**config.mk**
```make
export PLATFORM = sky130hd
export DESIGN_NAME = pag_ctrl
export DESIGN_NICKNAME = d
export VERILOG_FILES = /design/src/pag_pkg.sv /design/src/pag_ctrl.sv
export SDC_FILE = /design/constraint.sdc
export NUM_CORES = 1
export LEC_CHECK = 0
export BUFFER_PORTS_ARGS = -buffer_cell sky130_fd_sc_hd__buf_2
export CORE_AREA = 2 2 39 41
export CTS_CLUSTER_DIAMETER = 30
export CTS_CLUSTER_SIZE = 12
export DETAILED_ROUTE_END_ITERATION = 8
export DIE_AREA = 0 0 41 43
export MAX_ROUTING_LAYER = met4
export SLEW_MARGIN = 25
export SYNTH_ARGS = -nofsm -noshare
export SYNTH_HDL_FRONTEND = slang
export SYNTH_SLANG_ARGS = --single-unit
```
**constraint.sdc**
```tcl
create_clock -name clk_i -period 3.1 [get_ports clk_i]
set_input_delay 0.31 -clock clk_i [delete_from_list [all_inputs] [get_ports clk_i]]
set_output_delay 0.31 -clock clk_i [all_outputs]
set_load 0.005 [all_outputs]
```
**src/pag_pkg.sv**
```systemverilog
// ----------------------------------------------------------------------------
// Plate allowlist gate package
// Shared sizes, default parameters, codes and the command and status bundles
// that pass between the controller and the datapath.
// ----------------------------------------------------------------------------
package pag_pkg;

  // Default geometry of the allowlist and the car park.
  localparam int DEF_BUCKETS     = 64;
  localparam int DEF_WAYS        = 4;
  localparam int DEF_LEVEL_COUNT = 5;
  localparam int DEF_PER_LEVEL   = 20;

  // Item field widths.
  localparam int PLATE_W  = 48;
  localparam int BYTE_W   = 8;
  localparam int PLATE_BYTES = PLATE_W / BYTE_W;
  localparam int CAP_W    = 7;
  localparam int OUT_W    = 3;
  localparam int LVL_W    = 3;
  localparam int RES_DATA_W = 8;

  localparam logic [CAP_W-1:0] CAP_RESET = 7'd100;

  // Six rounds of h*33+byte from 5381 stay below 2^43, so the hash never wraps.
  localparam int HASH_W    = 43;
  localparam int MOD_BITS  = 4;
  localparam int MOD_STEPS = (HASH_W + MOD_BITS - 1) / MOD_BITS;
  localparam int HASH_PAD  = MOD_STEPS * MOD_BITS;
  localparam logic [HASH_PAD-1:0] HASH_SEED = 44'd5381;

  // Operation carried in tuser.
  typedef enum logic {
    OP_INSERT = 1'b0,
    OP_LOOKUP = 1'b1
  } op_e;

  // Result codes.
  typedef enum logic [OUT_W-1:0] {
    OC_INSERTED    = 3'd0,
    OC_BUCKET_FULL = 3'd1,
    OC_ADMITTED    = 3'd2,
    OC_NOT_LISTED  = 3'd3,
    OC_AT_CAPACITY = 3'd4,
    OC_NO_LEVEL    = 3'd5
  } outcome_e;

  // Commands from the controller to the datapath.
  typedef struct packed {
    logic clear_step;
    logic load;
    logic hash_step;
    logic mod_step;
    logic rd_en;
    logic commit;
  } pag_cmd_t;

  // Status from the datapath to the controller.
  typedef struct packed {
    logic clear_last;
    logic hash_last;
    logic mod_last;
    logic out_free;
  } pag_sts_t;

endpackage

```
**src/pag_ctrl.sv**
```systemverilog
// ----------------------------------------------------------------------------
// Plate allowlist gate controller
// Sequences the clearing pass, the hash, the bucket reduction, the bucket
// read and the commit of one item at a time.
// ----------------------------------------------------------------------------
module pag_ctrl
  import pag_pkg::*;
(
  input  logic     clk_i,
  input  logic     rst_ni,
  input  logic     in_valid_i,
  output logic     in_ready_o,
  input  pag_sts_t sts_i,
  output pag_cmd_t cmd_o
);

  typedef enum logic [5:0] {
    ST_CLEAR = 6'b000001,
    ST_IDLE  = 6'b000010,
    ST_HASH  = 6'b000100,
    ST_MOD   = 6'b001000,
    ST_READ  = 6'b010000,
    ST_EVAL  = 6'b100000
  } state_e;

  state_e state_q, state_d;

  // Next state and commands.
  always_comb begin
    state_d    = state_q;
    cmd_o      = '0;
    in_ready_o = 1'b0;
    unique case (state_q)
      ST_CLEAR: begin
        cmd_o.clear_step = 1'b1;
        if (sts_i.clear_last) begin
          state_d = ST_IDLE;
        end
      end
      ST_IDLE: begin
        in_ready_o = 1'b1;
        if (in_valid_i) begin
          cmd_o.load = 1'b1;
          state_d    = ST_HASH;
        end
      end
      ST_HASH: begin
        cmd_o.hash_step = 1'b1;
        if (sts_i.hash_last) begin
          state_d = ST_MOD;
        end
      end
      ST_MOD: begin
        cmd_o.mod_step = 1'b1;
        if (sts_i.mod_last) begin
          state_d = ST_READ;
        end
      end
      ST_READ: begin
        cmd_o.rd_en = 1'b1;
        state_d     = ST_EVAL;
      end
      ST_EVAL: begin
        // Hold until the output register can take the result.
        if (sts_i.out_free) begin
          cmd_o.commit = 1'b1;
          state_d      = ST_IDLE;
        end
      end
      default: begin
        state_d = ST_CLEAR;
      end
    endcase
  end

  // State register.
  always_ff @(posedge clk_i or negedge rst_ni) begin
    if (!rst_ni) begin
      state_q <= ST_CLEAR;
    end else begin
      state_q <= state_d;
    end
  end

endmodule

```
==> results.md <==
- Total Wirelength: 834 um
- Crit path kind: reg -> out
- Buf/Inv on CP: 1
- Drt drc: 0
- Tmin final: 2.09 ns
- Slew margin rel.: 81.8%
- Dpl hpwl: 638 um
- Clk pin slew, worst setup/hold paths: 0.05 ns
- Die height: 43 um
- Max Buffers Root-to-Sink: 2
- Leak pwr: 0.246 nW
- Hold Path Class: in -> reg
- Vias in the first global route: 338
- Post-place setup slack: 1.29 ns
- # fillers: 153
- Clock Latency Late Sink: 0.25 ns
- Largest net degree at the start of global routing: 9
- Top delay family on crit path: simple AND/OR/NAND/NOR gates
- Worst-Margin Slew: 0.270 ns
- Sequential element share of the synthesized area: 39.5%
- Final setup TNS: 0 ns
- Drt wl/cell: 11.1 um
- Gr usage total: 12.7%
- Critical path's largest stage delay: 0.59 ns
- Power density cells: 710 nW/um2
- Die area: 1760 um2
- Max reg flops: 6
- Avg Inst Size Synth: 9.34 um2
- Most frequent cells in the layout: buf_2, o21ai_0, dfrtp_1
- Arr. time, crit path: 1.78 ns
- Clock Tree Root: clkbuf_4
- DR vias: 346
- PnR worst setup slack: 1.01 ns
- Slowest cell on crit path: or4_4
- Final Hold Viols: 0
- Commonest non-fill, non-tap cell in the layout: buf_2
- Dpl cell area: 468 um2
- Post-CTS Setup Bufs: 0
- Final worst-path cycle share: 67.3%
- Final Skew: 0.00180 ns
- Row cnt: 14
- GPL Wtd Cong: 0.652
- Hold Worst Slack: 0.257 ns
- Iter 0 DRT Violations: 0
- Ports: 14
- # clock sinks: 6
- Ys Warns: 0
- Worst Path Max Fanout: 6
- # diodes: 0
- Top reg by flops: state_q
- Antenna violations before repair: 0
- PostCTS Resize Cnt: 0
- Starting density of the core: 27.7%
- Core ar.: 1380 um2
- TritonRoute pass-1 iters: 1
- PortBufs: 13
- Cells after synthesis: 41
- Outcome: finished, final reports clean
- Final Slew Violations: 0
- Total CTS buffers: 3
- Htree depth: 1
- Biggest regs: state_q: 6 flops
- Final instance area: 504 um2
- Unrepaired setup endpoints after global routing: false
- Max Cap Viol: 0
- Layout cells sized above 1: 35.6%
- First-pass GRT wire length: 1410 um
- Setup crit start kind: register
- Netlist cell types: 26
- Vias/cell: 4.61
- Nets: 67
- Critical Path RT: 2.79 ns
- Die X: 41 um
- Final setup violation count: 0
- Post-Syn Nets: 48
- Mapped cell area: 383 um2
- Yosys reg bits: 6
- Layout area overhead: 31.7%
- Fmax: 0.479 GHz
- TritonCTS clock tree: done
- Post-DRT Antenna Nets: 0
- Worst-case vdd ir drop: 0.000234 V
- Worst path cell trace: or4_4, nor3b_4, and2_4, buf_2
- Total gr overflow: 0
- Hold-fix buffers, CTS: 1
- CP Capture Type: output pin
## cell type report
cell class	count	area (um2)	area share [%]
multi-input cells	31	216	42.9
repair buffers	14	75.1	14.9
well taps	16	20.0	3.97
clock buffers	4	26.3	5.21
inverters	4	15.0	2.98
flip-flops and latches	6	151	30.0
## worst register-to-register path, cell delays in order, from the launching register on
cell	delay (ns)
dfrtp_1	0.42
or4_4	0.59
nor3b_2	0.25
o2bb2ai_1	0.16
o22ai_1	0.11
## where the power goes
group          leakage (nW)  switching (mW)  total [mW]  internal [mW]
sequential           0.0786          0.0300       0.133          0.103
combinational         0.152          0.0693       0.144         0.0750
clock                0.0150          0.0321      0.0811         0.0490
## cell usage after synthesis
| cell | count | share of area (%) |
|---|---|---|
| or4b_1 | 1 | 2.6 |
| or4_1 | 1 | 2.0 |
| a21oi_1 | 1 | 1.3 |
| and2_1 | 1 | 1.6 |
| or4_4 | 1 | 2.9 |
| nand3b_1 | 1 | 2.0 |
| dfrtp_1 | 5 | 33 |
| nor3b_4 | 1 | 4.9 |
| nand4b_1 | 1 | 2.3 |
| and2_4 | 1 | 2.3 |
| dfstp_2 | 1 | 6.9 |
| nor2_1 | 4 | 3.9 |
| nor3b_2 | 1 | 3.3 |
| xor2_1 | 1 | 2.3 |
| nor3b_1 | 1 | 2.0 |
| inv_1 | 4 | 3.9 |
| nor2b_1 | 1 | 1.6 |
| nand2b_1 | 1 | 1.6 |
| o22ai_1 | 1 | 1.6 |
| nand2_1 | 1 | 0.98 |
| o2bb2ai_1 | 1 | 2.3 |
| o211ai_1 | 1 | 2.0 |
| or2b_1 | 1 | 2.0 |
| o21ai_0 | 5 | 6.5 |
| nor3_1 | 2 | 2.6 |
| o21bai_1 | 1 | 2.0 |
## stage by stage
step	std cells	util, %	power, mW
2_1_floorplan	41	-	0.232
3_3_place_gp	70	33.8	0.276
6_report	75	36.4	0.358
5_1_grt	75	36.4	0.391
4_1_cts	75	36.4	0.364
3_5_place_dp	70	33.8	0.276
## logic make-up (layout without fill, tap and decap cells)
logic type / Yosys count / after routing / share of synthesized area (%)
compound gates: 10 / 10 / 15.7
xor+xnor: 1 / 1 / 2.29
buf+inv: 4 / 22 / 3.92
flops: 6 / 6 / 39.5
simple gates: 20 / 20 / 38.6
## path summary, 6_finish.rpt
path	startpoint	endpoint	slack, ns	cells after the start
max	state_q[5]	cmd_o[4]	1.01	4
min in group asynchronous	rst_ni	state_q[4]	0.41	2
min	sts_i[2]	state_q[2]	0.26	2
max reg2reg	state_q[5]	state_q[1]	1.45	4
max in group asynchronous	rst_ni	state_q[0]	2.47	2
min reg2reg	state_q[0]	state_q[0]	0.59	2
## per-layer routing
layer / wire length, um / global-route usage, %
met1: 379 / 15.1
met2: 398 / 17.5
met3: 41 / 4.71
met5: 0 / -
met4: 14 / 8.00
No activity file was read; power rests on OpenSTA's default activity.
